## src/lcdsr_pkg.sv

```systemverilog
// ----------------------------------------------------------------------------
// lcdsr_pkg
// Shared types and constants for the LCD shift register write sequencer.
// ----------------------------------------------------------------------------
package lcdsr_pkg;

    // Text filter constants.
    localparam logic [7:0]  TEXT_LOW      = 8'h20;
    localparam logic [7:0]  TEXT_HIGH     = 8'h7D;
    localparam logic [2:0]  LEAD_PREFIX   = 3'h6;
    localparam logic [15:0] DEGREE_PAIR   = 16'hC2B0;

    // Configuration defaults.
    localparam logic [7:0]  DEGREE_GLYPH_RESET   = 8'd223;
    localparam logic [9:0]  COMMAND_SETTLE_RESET = 10'd700;
    localparam logic [9:0]  DATA_SETTLE_RESET    = 10'd50;

    // Hold times of the fixed snapshots, microseconds.
    localparam logic [9:0]  HOLD_NONE  = 10'd0;
    localparam logic [9:0]  HOLD_STEP  = 10'd1;
    localparam logic [9:0]  HOLD_LATCH = 10'd10;
    localparam logic [9:0]  HOLD_EN    = 10'd40;

    // Write queue between front and back.
    localparam int Q_DEPTH = 2;
    localparam int Q_PTR_W = $clog2(Q_DEPTH);
    localparam int Q_CNT_W = $clog2(Q_DEPTH + 1);

    typedef enum logic [1:0] {
        CFG_DEGREE_GLYPH   = 2'd0,
        CFG_COMMAND_SETTLE = 2'd1,
        CFG_DATA_SETTLE    = 2'd2
    } t_cfg_index;

    typedef struct packed {
        logic [7:0] degree_glyph;
        logic [9:0] command_settle_us;
        logic [9:0] data_settle_us;
    } t_cfg;

    typedef struct packed {
        logic       action;
        logic [7:0] data_byte;
    } t_request;

    typedef struct packed {
        logic       sr_data;
        logic       sr_clock;
        logic       sr_latch;
        logic       sr_clear_n;
        logic       lcd_rs;
        logic       lcd_enable;
        logic [9:0] hold_us;
        logic       last;
    } t_result;

    // One LCD write handed from the front to the back.
    typedef struct packed {
        logic       is_data;
        logic [7:0] wr_byte;
    } t_write;

    typedef struct packed {
        logic en;
        logic rs;
        logic clear_n;
        logic latch;
        logic clock;
        logic data;
    } t_pins;

    typedef enum logic [3:0] {
        S_IDLE,
        S_CLR_LO,
        S_LAT_HI,
        S_LAT_LO,
        S_CLR_HI,
        S_RS,
        S_DATA,
        S_CLK_HI,
        S_CLK_LO,
        S_LAT2_HI,
        S_LAT2_LO,
        S_EN_HI,
        S_EN_LO
    } t_seq_state;

endpackage

```

## src/lcdsr_front.sv

```systemverilog
// ----------------------------------------------------------------------------
// lcdsr_front
// Classifies requests: commands pass as they are, text goes through the
// UTF-8 filter that keeps one pending lead byte.
// ----------------------------------------------------------------------------
module lcdsr_front
    import lcdsr_pkg::*;
(
    input  logic     i_clk,
    input  logic     i_rst_n,
    input  logic     i_accept,
    input  t_request i_req,
    input  t_cfg     i_cfg,
    output logic     o_wr_valid,
    output t_write   o_wr
);

    logic [7:0] r_lead_byte;
    logic       r_lead_pending;
    logic [7:0] n_lead_byte;
    logic       n_lead_pending;

    always_comb begin
        n_lead_byte    = r_lead_byte;
        n_lead_pending = r_lead_pending;
        o_wr_valid     = 1'b0;
        o_wr.is_data   = 1'b1;
        o_wr.wr_byte   = i_req.data_byte;
        if (i_req.action) begin
            // A command leaves any pending lead byte in place.
            o_wr_valid   = 1'b1;
            o_wr.is_data = 1'b0;
        end else if (r_lead_pending) begin
            n_lead_pending = 1'b0;
            if ({r_lead_byte, i_req.data_byte} == DEGREE_PAIR) begin
                o_wr_valid   = 1'b1;
                o_wr.wr_byte = i_cfg.degree_glyph;
            end
        end else if (!i_req.data_byte[7]) begin
            o_wr_valid = (i_req.data_byte >= TEXT_LOW) && (i_req.data_byte <= TEXT_HIGH);
        end else if (i_req.data_byte[7:5] == LEAD_PREFIX) begin
            n_lead_byte    = i_req.data_byte;
            n_lead_pending = 1'b1;
        end
        if (!i_accept) begin
            o_wr_valid = 1'b0;
        end
    end

    always_ff @(posedge i_clk) begin
        if (!i_rst_n) begin
            r_lead_byte    <= 8'd0;
            r_lead_pending <= 1'b0;
        end else if (i_accept) begin
            r_lead_byte    <= n_lead_byte;
            r_lead_pending <= n_lead_pending;
        end
    end

endmodule

```

## src/lcdsr_queue.sv

```systemverilog
// ----------------------------------------------------------------------------
// lcdsr_queue
// Short queue of pending LCD writes between the classifier and the sequencer.
// ----------------------------------------------------------------------------
module lcdsr_queue
    import lcdsr_pkg::*;
(
    input  logic   i_clk,
    input  logic   i_rst_n,
    input  logic   i_push,
    input  t_write i_wr,
    input  logic   i_pop,
    output logic   o_full,
    output logic   o_empty,
    output t_write o_wr
);

    t_write               r_mem [Q_DEPTH];
    logic [Q_PTR_W-1:0]   r_wr_ptr;
    logic [Q_PTR_W-1:0]   r_rd_ptr;
    logic [Q_CNT_W-1:0]   r_count;

    assign o_full  = (r_count == Q_CNT_W'(Q_DEPTH));
    assign o_empty = (r_count == '0);
    assign o_wr    = r_mem[r_rd_ptr];

    always_ff @(posedge i_clk) begin
        if (i_push) begin
            r_mem[r_wr_ptr] <= i_wr;
        end
    end

    always_ff @(posedge i_clk) begin
        if (!i_rst_n) begin
            r_wr_ptr <= '0;
            r_rd_ptr <= '0;
            r_count  <= '0;
        end else begin
            if (i_push) begin
                r_wr_ptr <= r_wr_ptr + 1'b1;
            end
            if (i_pop) begin
                r_rd_ptr <= r_rd_ptr + 1'b1;
            end
            if (i_push && !i_pop) begin
                r_count <= r_count + 1'b1;
            end else if (i_pop && !i_push) begin
                r_count <= r_count - 1'b1;
            end
        end
    end

endmodule

```

## src/lcdsr_back.sv

```systemverilog
// ----------------------------------------------------------------------------
// lcdsr_back
// Pin sequencer: turns one queued write into 33 pin snapshots, one per cycle
// while the result side pops, through a single output register.
// ----------------------------------------------------------------------------
module lcdsr_back
    import lcdsr_pkg::*;
(
    input  logic    i_clk,
    input  logic    i_rst_n,
    input  t_cfg    i_cfg,
    input  logic    i_q_empty,
    input  t_write  i_q_wr,
    output logic    o_q_pop,
    input  logic    i_pop,
    output logic    o_empty,
    output t_result o_res
);

    t_seq_state r_state;
    t_seq_state n_state;
    logic [2:0] r_bit;
    logic [2:0] n_bit;
    t_write     r_cmd;
    t_write     n_cmd;
    t_pins      r_pins;
    t_pins      n_pins;
    t_result    r_out;
    logic       r_out_valid;
    logic       advance;
    logic [9:0] hold;
    logic       last;

    assign advance = !r_out_valid || i_pop;
    assign o_empty = !r_out_valid;
    assign o_res   = r_out;

    always_ff @(posedge i_clk) begin
        if (!i_rst_n) begin
            r_state <= S_IDLE;
            r_bit   <= 3'd0;
            r_pins  <= '0;
        end else begin
            r_state <= n_state;
            r_bit   <= n_bit;
            r_pins  <= n_pins;
        end
    end

    always_ff @(posedge i_clk) begin
        r_cmd <= n_cmd;
    end

    always_comb begin
        n_state = r_state;
        n_bit   = r_bit;
        n_cmd   = r_cmd;
        n_pins  = r_pins;
        hold    = HOLD_NONE;
        last    = 1'b0;
        o_q_pop = 1'b0;
        case (r_state)
            S_IDLE: begin
                if (!i_q_empty) begin
                    o_q_pop = 1'b1;
                    n_cmd   = i_q_wr;
                    n_state = S_CLR_LO;
                end
            end
            S_CLR_LO: begin
                n_pins.clear_n = 1'b0;
                hold           = HOLD_STEP;
                n_state        = S_LAT_HI;
            end
            S_LAT_HI: begin
                n_pins.latch = 1'b1;
                hold         = HOLD_STEP;
                n_state      = S_LAT_LO;
            end
            S_LAT_LO: begin
                n_pins.latch = 1'b0;
                n_state      = S_CLR_HI;
            end
            S_CLR_HI: begin
                n_pins.clear_n = 1'b1;
                hold           = HOLD_STEP;
                n_state        = S_RS;
            end
            S_RS: begin
                n_pins.rs = r_cmd.is_data;
                hold      = HOLD_STEP;
                n_bit     = 3'd7;
                n_state   = S_DATA;
            end
            S_DATA: begin
                n_pins.data = r_cmd.wr_byte[r_bit];
                n_state     = S_CLK_HI;
            end
            S_CLK_HI: begin
                n_pins.clock = 1'b1;
                n_state      = S_CLK_LO;
            end
            S_CLK_LO: begin
                n_pins.clock = 1'b0;
                if (r_bit == 3'd0) begin
                    n_state = S_LAT2_HI;
                end else begin
                    n_bit   = r_bit - 3'd1;
                    n_state = S_DATA;
                end
            end
            S_LAT2_HI: begin
                n_pins.latch = 1'b1;
                hold         = HOLD_LATCH;
                n_state      = S_LAT2_LO;
            end
            S_LAT2_LO: begin
                n_pins.latch = 1'b0;
                n_state      = S_EN_HI;
            end
            S_EN_HI: begin
                n_pins.en = 1'b1;
                hold      = HOLD_EN;
                n_state   = S_EN_LO;
            end
            S_EN_LO: begin
                n_pins.en = 1'b0;
                hold      = r_cmd.is_data ? i_cfg.data_settle_us : i_cfg.command_settle_us;
                last      = 1'b1;
                // Chain straight into the next queued write without returning to idle.
                if (!i_q_empty) begin
                    o_q_pop = 1'b1;
                    n_cmd   = i_q_wr;
                    n_state = S_CLR_LO;
                end else begin
                    n_state = S_IDLE;
                end
            end
            default: begin
                n_state = S_IDLE;
            end
        endcase
        // A snapshot that cannot be placed in the output register waits.
        if (!advance && r_state != S_IDLE) begin
            n_state = r_state;
            n_bit   = r_bit;
            n_cmd   = r_cmd;
            n_pins  = r_pins;
            o_q_pop = 1'b0;
        end
    end

    always_ff @(posedge i_clk) begin
        if (!i_rst_n) begin
            r_out_valid <= 1'b0;
        end else if (advance) begin
            r_out_valid <= (r_state != S_IDLE);
        end
    end

    always_ff @(posedge i_clk) begin
        if (advance) begin
            r_out.sr_data    <= n_pins.data;
            r_out.sr_clock   <= n_pins.clock;
            r_out.sr_latch   <= n_pins.latch;
            r_out.sr_clear_n <= n_pins.clear_n;
            r_out.lcd_rs     <= n_pins.rs;
            r_out.lcd_enable <= n_pins.en;
            r_out.hold_us    <= hold;
            r_out.last       <= last;
        end
    end

`ifndef SYNTH
    a_pop_nonempty : assert property (@(posedge i_clk) disable iff (!i_rst_n)
        o_q_pop |-> !i_q_empty)
        else $error("write taken from an empty queue");

    a_pop_starts_write : assert property (@(posedge i_clk) disable iff (!i_rst_n)
        o_q_pop |=> r_state == S_CLR_LO)
        else $error("queued write did not start a pin sequence");

    a_last_bit_latches : assert property (@(posedge i_clk) disable iff (!i_rst_n)
        (r_state == S_CLK_LO && advance && r_bit == 3'd0) |=> r_state == S_LAT2_HI)
        else $error("shift did not end after the least significant bit");

    a_last_pins_quiet : assert property (@(posedge i_clk) disable iff (!i_rst_n)
        (r_out_valid && r_out.last) |->
            (!r_out.sr_clock && !r_out.sr_latch && !r_out.lcd_enable && r_out.sr_clear_n))
        else $error("final snapshot of a write left a strobe active");
`endif

endmodule

```

## src/lcd_shift_register_write_sequencer_core.sv

```systemverilog
// ----------------------------------------------------------------------------
// lcd_shift_register_write_sequencer_core
// Requests (text or command bytes) are accepted one per cycle while full is
// low. Text that the UTF-8 filter drops, or a held lead byte, produces
// nothing. Every byte that is written to the LCD produces 33 pin snapshots,
// one per cycle while pop keeps the result side drained, as the pin
// sequencer steps through its states. Up to two classified writes wait in
// the queue between the filter and the sequencer; full rises when that
// queue is full. Configuration registers reset to degree glyph 223, command
// settle 700 us and data settle 50 us; the user must write them only while
// the block is idle, which the block itself does not enforce.
// ----------------------------------------------------------------------------
module lcd_shift_register_write_sequencer_core
    import lcdsr_pkg::*;
(
    input  logic       i_clk,
    input  logic       i_rst_n,
    input  logic       push,
    input  t_request   i_req,
    output logic       full,
    output logic       empty,
    input  logic       pop,
    output t_result    o_res,
    input  logic       i_cfg_we,
    input  logic [1:0] i_cfg_index,
    input  logic [9:0] i_cfg_data
);

    t_cfg   r_cfg;
    logic   accept;
    logic   wr_valid;
    t_write wr;
    logic   q_full;
    logic   q_empty;
    logic   q_pop;
    t_write q_wr;

    assign full   = q_full;
    assign accept = push && !q_full;

    always_ff @(posedge i_clk) begin
        if (!i_rst_n) begin
            r_cfg.degree_glyph      <= DEGREE_GLYPH_RESET;
            r_cfg.command_settle_us <= COMMAND_SETTLE_RESET;
            r_cfg.data_settle_us    <= DATA_SETTLE_RESET;
        end else if (i_cfg_we) begin
            case (i_cfg_index)
                CFG_DEGREE_GLYPH:   r_cfg.degree_glyph      <= i_cfg_data[7:0];
                CFG_COMMAND_SETTLE: r_cfg.command_settle_us <= i_cfg_data;
                CFG_DATA_SETTLE:    r_cfg.data_settle_us    <= i_cfg_data;
                default: begin
                end
            endcase
        end
    end

    lcdsr_front u_front (
        .i_clk      (i_clk),
        .i_rst_n    (i_rst_n),
        .i_accept   (accept),
        .i_req      (i_req),
        .i_cfg      (r_cfg),
        .o_wr_valid (wr_valid),
        .o_wr       (wr)
    );

    lcdsr_queue u_queue (
        .i_clk   (i_clk),
        .i_rst_n (i_rst_n),
        .i_push  (wr_valid),
        .i_wr    (wr),
        .i_pop   (q_pop),
        .o_full  (q_full),
        .o_empty (q_empty),
        .o_wr    (q_wr)
    );

    lcdsr_back u_back (
        .i_clk     (i_clk),
        .i_rst_n   (i_rst_n),
        .i_cfg     (r_cfg),
        .i_q_empty (q_empty),
        .i_q_wr    (q_wr),
        .o_q_pop   (q_pop),
        .i_pop     (pop),
        .o_empty   (empty),
        .o_res     (o_res)
    );

endmodule

```

## config.mk

```make
export PLATFORM = sky130hd
export DESIGN_NAME = lcd_shift_register_write_sequencer_core
export DESIGN_NICKNAME = d
export VERILOG_FILES = /design/src/lcdsr_pkg.sv /design/src/lcdsr_front.sv /design/src/lcdsr_queue.sv /design/src/lcdsr_back.sv /design/src/lcd_shift_register_write_sequencer_core.sv
export SDC_FILE = /design/constraint.sdc
export NUM_CORES = 1
export LEC_CHECK = 0
export ABC_AREA = 1
export BUFFER_PORTS_ARGS = -buffer_cell sky130_fd_sc_hd__buf_2
export CORE_MARGIN = 1
export CORE_UTILIZATION = 55
export CTS_BUF_LIST = sky130_fd_sc_hd__clkbuf_16
export DETAILED_ROUTE_END_ITERATION = 12
export PLACE_DENSITY = 0.75
export SYNTH_ARGS = -nofsm -noshare
export SYNTH_HDL_FRONTEND = slang
export SYNTH_SLANG_ARGS = --single-unit
export TNS_END_PERCENT = 1
```

## constraint.sdc

```tcl
create_clock -name i_clk -period 2.2 [get_ports i_clk]
set_input_delay 0.22 -clock i_clk [delete_from_list [all_inputs] [get_ports i_clk]]
set_output_delay 0.22 -clock i_clk [all_outputs]
set_load 0.01 [all_outputs]
```

# --- Word-level counts from Yosys, hierarchy flattened ---
# Memory sizes are Yosys's and may differ from the RTL's. A register that Yosys moved wholly into a read port is not among the register bits.
# Cells that the tools add are included.
word_totals:
  reg_bits: 72
  latchBits: 0
  ram_bits: 18
  rom_bits: 0
  out_inout_bits: 19
  wordCells: 124
  memories: 1
memory_table:
  columns: ["memory", "words", "word_bits", "rd", "rd_clocked_by_memory_dff", "write_ports", "line_no", "source"]
  rows:
  - ["u_queue.r_mem", 2, 9, 1, 1, 1, "lcdsr_queue.sv:18", "t_write r_mem [Q_DEPTH];"]
classes:
  addsub: 5
  mul: 0
  n_div: 0
  order_cmp: 3
  n_eq_ne: 19
  n_shift: 0
  muxes: 37
  bitwise: 4
  reduce_logical: 30
op_table:
  columns: ["operator", "count"]
  rows:
  - ["$pmux W4 S13", 1]
  - ["$pmux W10 S4", 1]
  - ["$mux W8", 3]
  - ["$eq A4 B4 Y1 const B", 5]
  - ["$mux W1", 19]
  - ["$eq A16 B16 Y1 const B", 1]
  - ["$eq A4 B3 Y1 const B", 4]
  - ["$mux W10", 1]
  - ["$reduce_and A2 Y1", 5]
  - ["$eq A4 B2 Y1 const B", 2]
  - ["$ge A8 B6 Y1 const B", 1]
  - ["$le A8 B7 Y1 const B", 1]
  - ["$mux W4", 2]
  - ["$pmux W1 S2", 4]
  - ["$mux W6", 1]
  - ["$pmux W3 S2", 1]
  - ["$reduce_and A3 Y1", 2]
  - ["$reduce_or A2 Y1", 3]
  - ["$logic_and A1 B1 Y1", 5]
  - ["$logic_not A1 Y1", 5]
  - ["$reduce_and A5 Y1", 1]
  - ["$eq A2 B2 Y1 const B", 2]
  - ["$eq A4 B1 Y1 const B", 1]
  - ["$logic_not A2 Y1", 2]
  - ["other kinds (18)", 25]

# --- Logic depth before layout (Yosys ltp) ---
# Gate-level depths: netlist (run 1).
logic_depth:
  ltp_word: 10
  mapped_depth: 13
  mapped_depth_nobuf: 13

# --- Cells and area by module ---
# Synthesis (run 1) repeated with hierarchy kept, for this count alone.
hier_totals:
  cells_unflattened: 551
  area_unflattened_um2: 4683.2
modules_own_cells:
  columns: ["module", "n_inst", "cells_each", "area_per_inst_um2", "seq_area_each_um2"]
  rows:
  - ["lcdsr_back", 1, 220, 1965.6, 1061.0]
  - ["lcd_shift_register_write_sequencer_core", 1, 153, 1174.9, 560.5]
  - ["lcdsr_queue", 1, 63, 883.3, 640.6]
  - ["lcdsr_front", 1, 115, 659.4, 180.2]

# --- Worst setup path after synthesis (run 1) ---
# Ideal clock, no wire load.
synth_path:
  path_type: "register to register"
  startpoint: "register u_back.r_state[3]"
  endpoint: "register u_queue.r_count[1]"
  setup_time_ns: 0.122
  arrival_ns: 1.621
  t_required_ns: 2.078
  path_slack_ns: 0.457
  stages_incl_launch_ff: 10
  period_less_slack_ns: 1.743
  cell_sequence: "dfxtp_1 > nor2_2 > nand2_2 > nand2_4 > nand3_1 > ha_1 > a21oi_1 > o21ai_0 > o21ai_0 > a21oi_1"
synth_between:
  elab_chain_cells: 7
  elab_cells_between_ends: 12
  classes_between: "eq/ne (1); mux (3); reduce/logical (8)"
synth_lines:
  columns: ["element", "line_no", "source"]
  rows:
  - ["start: declaration", "lcdsr_back.sv:20", "t_seq_state r_state;"]
  - ["start signal: assignment", "lcdsr_back.sv:44", "r_state <= n_state;"]
  - ["$eq A4 B4 Y1 or $logic_not A4 Y1 (tied branches)", "lcdsr_back.sv:62", "case (r_state)"]
  - ["$reduce_or A2 Y1 (no line)", null, null]
  - ["$mux W1", null, null]
  - ["$mux W1 *", "lcdsr_back.sv:144", "if (!advance && r_state != S_IDLE) begin"]
  - ["$logic_not A1 Y1", "lcdsr_queue.sv:45", "if (i_push && !i_pop) begin"]
  - ["$logic_and A1 B1 Y1", "lcdsr_queue.sv:45", null]
  - ["$mux W2 or $reduce_bool A2 Y1 (tied branches)", null, null]
  - ["end signal: assignment", "lcdsr_queue.sv:46", "r_count <= r_count + 1'b1;"]
  - ["end signal: assignment", "lcdsr_queue.sv:48", "r_count <= r_count - 1'b1;"]
  - ["end: declaration", "lcdsr_queue.sv:21", "logic [Q_CNT_W-1:0] r_count;"]
# Every way passes the cells marked *; elsewhere a longest branch is shown, timed or not.
# A chain may end at the register's enable or synchronous reset.

# --- Worst setup path in the final report (run 1) ---
layout_path:
  startpoint: "register u_back.r_state[0]"
  endpoint: "register u_queue.r_count[1]"
# Same word-level chain as after synthesis.

==> results.md, run 1 <==
- Status: completed
- Vias per inst: 5.20
- Number of core rows: 31
- Vias: 3332
- R2R cell count: 9
- Pre-antenna DRT Iters: 5
- Pin count of the biggest net entering global routing: 27
- Final Critical Period: 1.91 ns
- Hold depth: 3
- Worst min path class: input port to register
- Critical Path Start Type: register
- Share of the synthesized area in the top cell type: 0.318
- IO Count: 45
- Layout Utilization: 0.656
- Max Slew Vio Count: 0
- CP bufs+invs: 0
- Sequential area share after synthesis: 0.583
- Rel. slew slack: 0.612
- Critical Path Start: u_back.r_state[0]
- Initial antenna violation count: 0
- Most used routing layer: met2
- Drt wl/cell: 13.3 um
- Least-Margin Pin Slew: 0.581 ns
- Final wirelength: 8.50 mm
- Die Y: 88.9 um
- CTS root buf: clkbuf_16
- Critical path data arrival time: 2.13 ns
- RR Startpoint: u_back.r_state[0]
- Gr ovfl total: 0
- PortBufs: 44
- H-tree depth: 3
- Leak Pwr: 2.16 nW
- Peak VDD IR: 601 uV
- Setup Skew: 0.00348 ns
- Post-CTS Resized: 0
- Layout Nets: 566
- Area grow syn2layout: 15.1%
- Non-Filler Instances: 641
- Final Hold Viols: 0
- Routability cong.: 0.899
- # diodes: 0
- Hold-fix buffers at CTS: 0
- Total global-route track usage: 0.238
- CP top delay family: simple AND/OR/NAND/NOR gates
- CTS Buf Count: 9
- Met3 Track Usage GR: 0.0369
- Layout cells sized above 1: 0.164
- # placed instances: 625
- Ranking of synthesized cells by area: edfxtp_1 (32%), dfxtp_1 (26%), nand2_1 (11%)
- RR Endpoint: u_queue.r_count[1]
- Hold EP: r_cfg[19]
- Longest Clk Path Bufs: 2
- Die area: 0.00791 mm^2
- Area leader, netlist: edfxtp_1
- GRT met2 Usage: 0.415
- Crit path largest cell delay: 0.38 ns
- Post-synthesis average cell area: 8.57 um^2
- Unrepaired setup endpoints after global routing: no
- Cells along the critical path: nor2_2 -> nand2_2 -> nand2_4 -> nand3_1 -> ha_1 -> a21oi_1 -> o21ai_0 -> o21ai_1 -> a21oi_1
- Worst-path fanout max: 7
- YS warnings: 0
- CP Class: register to register
- Global-route wire length before repair: 14.1 mm
- CP dominant cell by count: a21oi_1
- Sum of negative setup slack: 0 ns
- Die W: 88.9 um
- Post-synth net total: 514
- Clk sinks: 99
- Tcrit/Tclk final: 0.868
- Critical hold path startpoint: i_cfg_data[9]
- GR Layer Usage met1: 0.291
- DRT iter0 DRCs: 147
- Cells after Synth: 485
- CP max-delay cell: dfxtp_1
- Setup crit end kind: register
- CTS tree: yes
- Final setup fails: 0
- Req. time, crit path: 2.42 ns
- Post-route ant nets: 0
- Worst reg-to-reg setup slack: 0.29 ns
- Core area: 0.00729 mm^2
- Clk slew on worst S/H paths: 0.06 ns
- DRC Markers: 0
- Cell Pwr Density: 1040 mW/mm^2
- Clk Latency, worst-skew pair: 0.34 ns
- Synthesized area: 0.00416 mm^2
- DP HPWL: 6.05 mm
- Library cells used by synthesis: 29
- FF+latch count, synth: 99
- Post-CTS setup buffers: 0
- Max Fclk: 523 MHz
- Initial core utilization: 0.570
- Max-Cap Viols: 0
- Vias in the first global route: 3149
tightest hold or removal path, stage by stage:
cell and delay, ns:
buf_2 0.09, nand2_1 0.05, nand3_1 0.06
metal layers:
metal,routed length (um),share of wire,vias to the layer above
met2,4260,0.50,100
met1,3630,0.43,1522
li1,-,-,1690
met4,237,0.028,0
met3,372,0.044,20
met5,0,0,-
placed cells by master, fill, tap and decap left out:
| cell | n |
|---|---|
| nor3_1 | 3 |
| ha_1 | 3 |
| a21o_1 | 5 |
| o21ai_0 | 31 |
| inv_1 | 35 |
| xor2_1 | 1 |
| clkinvlp_4 | 3 |
| o31ai_1 | 1 |
| nor2_4 | 1 |
| nand2_2 | 4 |
| nand2_1 | 126 |
| dfxtp_1 | 55 |
| nand3_1 | 26 |
| o32ai_1 | 2 |
| a21oi_1 | 29 |
| nand3_2 | 1 |
| nor2_1 | 75 |
| nand2_4 | 4 |
| a22oi_1 | 1 |
| nor3_2 | 1 |
| o211ai_1 | 3 |
| clkinv_1 | 5 |
| o22ai_1 | 1 |
| o21ai_2 | 1 |
| o21ai_1 | 6 |
| edfxtp_1 | 44 |
| clkbuf_16 | 9 |
| buf_2 | 44 |
| o2111ai_1 | 1 |
| buf_4 | 8 |
| nor2_2 | 7 |
| inv_2 | 6 |
report_power, final:
part	leakage (nW)	switching, mW	total (mW)	internal (mW)
registers	0.900	0.144	2.43	2.29
clock network	0.125	0.647	1.40	0.750
logic	1.14	0.775	1.15	0.372
cell families (layout without fill, tap and decap cells):
group           after synthesis  after routing  synth area share
flops                        99             99             0.583
compound gates               81             81             0.107
buf+inv                      53            110            0.0485
xor+xnor                      1              1           0.00211
simple gates                248            248             0.250
fa+ha+maj                     3              3           0.00903
cells in the mapped netlist (all sizes together):
cell     number
nand2       134
nor2         83
dfxtp        55
edfxtp       44
inv          39
o21ai        38
a21oi        29
nand3        27
clkbuf        9
a21o          5
nor3          4
clkinv        3
ha            3
o211ai        3
buf           2
o32ai         2
a22oi         1
o2111ai       1
o22ai         1
o31ai         1
xor2          1
worst max-delay path by stage:
stage / end / slack [ns] / depth (start not counted)
2_1_floorplan: u_queue.r_count[1] / 0.46 / 9
3_3_place_gp: u_queue.r_count[1] / 0.35 / 9
3_5_place_dp: u_queue.r_count[1] / 0.24 / 9
4_1_cts: u_queue.r_count[1] / 0.24 / 9
5_1_grt: u_queue.r_count[1] / 0.05 / 9
6_report: u_queue.r_count[1] / 0.29 / 9
registers in the layout, indices dropped and copies added, names as in the netlist:
signal,flops
u_front.r_lead_pending,1
u_queue.r_wr_ptr,1
u_back.r_pins,6
u_back.r_state,4
u_back.r_out_valid,1
u_back.o_res,17
u_queue.r_rd_ptr,1
u_queue.r_count,2
u_back.r_cmd,9
u_front.r_lead_byte,8
u_back.r_bit,3
r_cfg,28
u_queue.r_mem,18
through the flow:
step	worst slack [ns]	hold slack [ns]	cell area, um^2	power, mW
final	0.289	0.109	4780	4.98
after global routing	0.0524	0.123	4780	5.26
after CTS	0.242	0.101	4780	4.99
after detailed placement	0.244	0.437	4520	3.61
after global placement	0.353	0.425	4520	3.57
after floorplan	0.457	0.333	4160	3.23
final cells by class:
class	instances	area, um^2
clock inverters	7	37.5
multi-input cells	333	1540
fillers	642	2510
inverters	42	158
flip-flops and latches	99	2420
well taps	99	124
repair buffers	52	280
clock buffers	9	225
No activity file was read; power rests on OpenSTA's default activity.
==> run 2: changes to the inputs <==
--- a/config.mk
+++ b/config.mk
@@ -10,8 +10,10 @@
 export CORE_MARGIN = 1
 export CORE_UTILIZATION = 55
 export CTS_BUF_LIST = sky130_fd_sc_hd__clkbuf_16
+export CTS_CLUSTER_DIAMETER = 30
 export DETAILED_ROUTE_END_ITERATION = 12
 export PLACE_DENSITY = 0.75
+export SKIP_CTS_REPAIR_TIMING = 1
 export SYNTH_ARGS = -nofsm -noshare
 export SYNTH_HDL_FRONTEND = slang
 export SYNTH_SLANG_ARGS = --single-unit
==> constraint.sdc (replaced) <==
create_clock -name i_clk -period 1.82 [get_ports i_clk]
set_input_delay 0.182 -clock i_clk [delete_from_list [all_inputs] [get_ports i_clk]]
set_output_delay 0.182 -clock i_clk [all_outputs]
set_load 0.01 [all_outputs]
==> results.md, run 2 (synthesized netlist as in run 1, its figures left out) <==
- Peak VDD IR: 682 uV
- Most common cell after layout, fill and taps aside: nand2_1
- Largest register FFs: 28
- Clock power frac: 0.271
- Sum of negative setup slack: 0 ns
- Rel. slew slack: 0.602
- Core area: 0.00729 mm^2
- Vias per inst: 5.19
- Unrepaired setup endpoints after global routing: no
- Gr ovfl total: 0
- Clk sinks: 99
- Leak Pwr: 2.22 nW
- CTS tree: yes
- Layout cells sized above 1: 0.202
- PortBufs: 44
- Tcrit/Tclk final: 0.945
- Switching share of total power: 0.315
- Crit path largest cell delay: 0.31 ns
- Worst hold margin: 0.0681 ns
- Biggest register: r_cfg
- Cells along the critical path: inv_1 -> nor2_1 -> nand2_1 -> nor2_2 -> nand3_2 -> nand2_2 -> nand2_2 -> inv_2 -> ha_4 -> a21oi_2 -> o21ai_2 -> o21ai_1 -> a21oi_1
- IO Count: 45
- H-tree depth: 3
- Sequential Power Share: 0.473
- DRC Markers: 0
- Final wirelength: 8.60 mm
- Setup Skew: 0.00508 ns
- Initial antenna violation count: 0
- CP max-delay cell: dfxtp_2
- Global-route wire length before repair: 13.8 mm
- CP dominant cell by count: nand2_2
- Longest Clk Path Bufs: 2
- Layout Nets: 574
- Worst min path class: input port to register
- Max Slew Vio Count: 0
- Routability cong.: 0.910
- Setup crit end kind: register
- CP Class: register to register
- Final Critical Period: 1.72 ns
- Total global-route track usage: 0.233
- Critical Path Start Type: register
- Die Y: 88.9 um
- DRT iter0 DRCs: 202
- Area grow syn2layout: 17.4%
- Gate power share: 0.256
- Status: completed
- CTS root buf: clkbuf_16
- DP HPWL: 6.06 mm
- Die W: 88.9 um
- Worst-path fanout max: 3
- Die area: 0.00791 mm^2
- Critical path data arrival time: 1.94 ns
- Final Hold Viols: 0
- Req. time, crit path: 2.04 ns
- Vias: 3368
- Pin count of the biggest net entering global routing: 26
- Least-Margin Pin Slew: 0.596 ns
- Drt wl/cell: 13.2 um
- Clk Latency, worst-skew pair: 0.33 ns
- Commonest cells after routing, fill and taps aside: nand2_1 (124), nor2_1 (73), dfxtp_1 (53)
- Vias in the first global route: 3044
- Max-Cap Viols: 0
- P_int: 4.21 mW
- Number of core rows: 31
- # diodes: 0
- Max Fclk: 581 MHz
- Cell Pwr Density: 1260 mW/mm^2
- Net switching power: 1.94 mW
- CTS Buf Count: 9
- Post-route ant nets: 0
- Final setup fails: 0
- Initial core utilization: 0.570
- Pre-antenna DRT Iters: 5
- Clk slew on worst S/H paths: 0.06 ns
==> run 2: worst max-delay path: cells and delay by family, from the launching register on <==
kind | cells | cell delay [ns]
compound gates | 4 | 0.42
fa+ha+maj | 1 | 0.21
buf+inv | 2 | 0.11
flops | 1 | 0.31
simple gates | 6 | 0.54
==> run 2: path summary, 6_finish.rpt <==
| check | start | endpoint | slack, ns | depth (start not counted) |
|---|---|---|---|---|
| hold reg to reg | u_front.r_lead_byte[5] | u_front.r_lead_byte[5] | 0.44 | 2 |
| setup / recovery | u_front.r_lead_byte[1] | u_queue.r_count[1] | 0.1 | 13 |
| hold / removal | i_cfg_data[9] | r_cfg[19] | 0.07 | 3 |
| setup reg to reg | u_front.r_lead_byte[1] | u_queue.r_count[1] | 0.1 | 13 |
==> run 2: layout make-up <==
class                           instances  area (um^2)
Sequential cell                        99         2420
Fill cell                             614         2410
Multi-Input combinational cell        333         1570
Timing Repair Buffer                   60          340
Clock buffer                            9          225
Inverter                               42          158
Tap cell                               99          124
Clock inverter                          7         36.3
==> run 2: layer usage <==
metal / track usage / up-vias / part of all wire
met4: 0.101 / 0 / 0.024
met1: 0.290 / 1549 / 0.43
li1: - / 1710 / -
met5: 0 / - / 0
met2: 0.397 / 88 / 0.50
met3: 0.0489 / 21 / 0.048
==> run 2: power by group through the flow <==
stage / sequential (mW) / clock [mW] / combinational, mW
after floorplan: 2.99 / 0 / 0.906
after global placement: 2.95 / 0 / 1.42
after detailed placement: 2.96 / 0 / 1.47
after CTS: 2.91 / 1.69 / 1.49
after global routing: 2.95 / 1.79 / 1.73
final: 2.91 / 1.67 / 1.57
==> run 2: metrics by stage <==
| stage | instance area, um^2 | total power [mW] | setup WS [ns] | util | instances |
|---|---|---|---|---|---|
| 2_1_floorplan | 4160 | 3.90 | 0.0768 | - | 485 |
| 3_5_place_dp | 4580 | 4.43 | -0.00990 | 0.628 | 633 |
| 3_3_place_gp | 4580 | 4.37 | 0.0842 | 0.628 | 633 |
| 5_1_grt | 4880 | 6.47 | 0.00624 | 0.669 | 649 |
| 4_1_cts | 4840 | 6.09 | -0.107 | 0.664 | 649 |
| 6_report | 4880 | 6.15 | 0.0995 | 0.669 | 649 |
==> run 3: changes to the inputs <==
--- a/config.mk
+++ b/config.mk
@@ -7,12 +7,11 @@
 export LEC_CHECK = 0
 export ABC_AREA = 1
 export BUFFER_PORTS_ARGS = -buffer_cell sky130_fd_sc_hd__buf_2
-export CORE_MARGIN = 1
-export CORE_UTILIZATION = 55
+export CORE_UTILIZATION = 58
 export CTS_BUF_LIST = sky130_fd_sc_hd__clkbuf_16
 export CTS_CLUSTER_DIAMETER = 30
 export DETAILED_ROUTE_END_ITERATION = 12
-export PLACE_DENSITY = 0.75
+export PLACE_DENSITY = 0.79
 export SKIP_CTS_REPAIR_TIMING = 1
 export SYNTH_ARGS = -nofsm -noshare
 export SYNTH_HDL_FRONTEND = slang
==> results.md, run 3 (synthesized netlist as in run 1, its figures left out) <==
- Biggest register: r_cfg
- Final Critical Period: 1.76 ns
- Most common cell after layout, fill and taps aside: nand2_1
- # diodes: 0
- Least-Margin Pin Slew: 0.565 ns
- Die W: 86.7 um
- Leak Pwr: 2.23 nW
- Number of core rows: 30
- Layout Nets: 576
- Final wirelength: 8.66 mm
- Peak VDD IR: 625 uV
- Met2 routed WL: 4.26 mm
- Tcrit/Tclk final: 0.970
- H-tree depth: 3
- Vias per inst: 5.35
- Clk slew on worst S/H paths: 0.07 ns
- Critical hold path startpoint: i_cfg_data[9]
- Setup Skew: 0.00482 ns
- Final setup fails: 0
- DRT iter0 DRCs: 268
- Die area: 0.00751 mm^2
- Reg area: 0.00242 mm^2
- CTS tree: yes
- Setup crit end kind: register
- Routability cong.: 0.923
- Max Fclk: 567 MHz
- RR Endpoint: u_queue.r_count[1]
- Worst min path class: input port to register
- Highest metal used: met4
- Critical path data arrival time: 1.99 ns
- Hold EP: r_cfg[19]
- IO Count: 45
- Layout cells sized above 1: 0.199
- Req. time, crit path: 2.04 ns
- DRC Markers: 0
- Metal1 wirelength: 3.79 mm
- Core area: 0.00687 mm^2
- Critical Path Start Type: register
- Total global-route track usage: 0.249
- Max Slew Vio Count: 0
- Clk sinks: 99
- CP bufs+invs: 1
- Final Hold Viols: 0
- Layout Utilization: 0.716
- Vias in the first global route: 3186
- Worst-path fanout max: 3
- CP max-delay cell: dfxtp_1
- Drt wl/cell: 13.4 um
- Post-route ant nets: 0
- Largest register FFs: 28
- CP Class: register to register
- RR Startpoint: u_front.r_lead_byte[3]
- Vias: 3465
- Clk Latency, worst-skew pair: 0.34 ns
- Die Y: 86.7 um
- Worst hold margin: 0.0798 ns
- Cells along the critical path: nor2_1 -> nand2_1 -> nor2_2 -> nand3_2 -> nand2_2 -> nand2_1 -> inv_2 -> ha_4 -> a21oi_2 -> o21ai_1 -> o21ai_1 -> a21oi_1
- Longest Clk Path Bufs: 2
- Gr ovfl total: 0
- Commonest cells after routing, fill and taps aside: nand2_1 (125), nor2_1 (74), dfxtp_1 (54)
- DR WL met3: 471 um
- R2R cell count: 12
- Filler Cell Count: 517
- Pin count of the biggest net entering global routing: 19
- Cell Pwr Density: 1280 mW/mm^2
- PortBufs: 44
- Hold depth: 3
- Crit path largest cell delay: 0.32 ns
- Pre-antenna DRT Iters: 5
- DP HPWL: 6.02 mm
- Status: completed
- CTS Buf Count: 9
- CTS root buf: clkbuf_16
- Max-Cap Viols: 0
- Multi-input gate area: 0.00157 mm^2
- Rel. slew slack: 0.623
- Worst reg-to-reg setup slack: 0.06 ns
- Initial core utilization: 0.605
- Global-route wire length before repair: 14.4 mm
- CP top delay family: simple AND/OR/NAND/NOR gates
- Area grow syn2layout: 18.3%
- Initial antenna violation count: 0
- Power after layout: 6.31 mW
[run 3: changes by cell type in the layout (fill, tap and decap cells not counted), sizes merged]
cell and delta:
buf +2, inv +1, bufinv +1, clkinv -2
[run 3: power by group]
part / internal (mW) / leakage, nW / total [mW] / switching (mW)
clock network: 1.06 / 0.145 / 1.87 / 0.804
registers: 2.77 / 0.900 / 2.91 / 0.139
logic: 0.523 / 1.19 / 1.53 / 1.01
total: 4.35 / 2.23 / 6.31 / 1.95
[run 3: area by class of cell]
type	instances	share of cell area
clock buffers	9	0.0458
clock inverters	7	0.0135
inverters	42	0.0321
multi-input cells	333	0.319
flip-flops and latches	99	0.493
well taps	96	0.0244
repair buffers	62	0.0723
[run 3: worst max path at each step]
stage	startpoint	endpoint	slack, ns	cells after the start
finish	u_front.r_lead_byte[3]	u_queue.r_count[1]	0.06	12
detailed placement	u_front.r_lead_pending	u_queue.r_count[1]	0.02	13
global route	u_front.r_lead_byte[3]	u_queue.r_count[1]	-0.03	12
floorplan	u_back.r_state[3]	u_queue.r_count[1]	0.08	9
CTS	u_front.r_lead_byte[3]	u_queue.r_count[1]	-0.06	12
global placement	u_front.r_lead_pending	u_queue.r_count[1]	0.09	13
[run 3: per-stage QoR]
stage | setup WS [ns] | std cells | setup TNS (ns) | area, um^2
floorplan | 0.0768 | 485 | 0 | 4160
global placement | 0.0856 | 631 | 0 | 4580
detailed placement | 0.0157 | 631 | 0 | 4580
CTS | -0.0648 | 647 | -0.0648 | 4870
global route | -0.0265 | 648 | -0.0265 | 4920
finish | 0.0554 | 648 | 0 | 4920
[run 3: worst reg2reg max path, cell delays in order (launching register included)]
cell,delay [ns]
dfxtp_1,0.32
nor2_1,0.13
nand2_1,0.09
nor2_2,0.14
nand3_2,0.13
nand2_2,0.11
nand2_1,0.09
inv_2,0.09
ha_4,0.21
a21oi_2,0.10
o21ai_1,0.09
o21ai_1,0.12
a21oi_1,0.05
[run 3: per-layer routing]
metal  up-vias  global-route usage
met2       129               0.411
li1       1719                   -
met4         0              0.0879
met1      1602               0.328
met3        15              0.0505
met5         -                   0
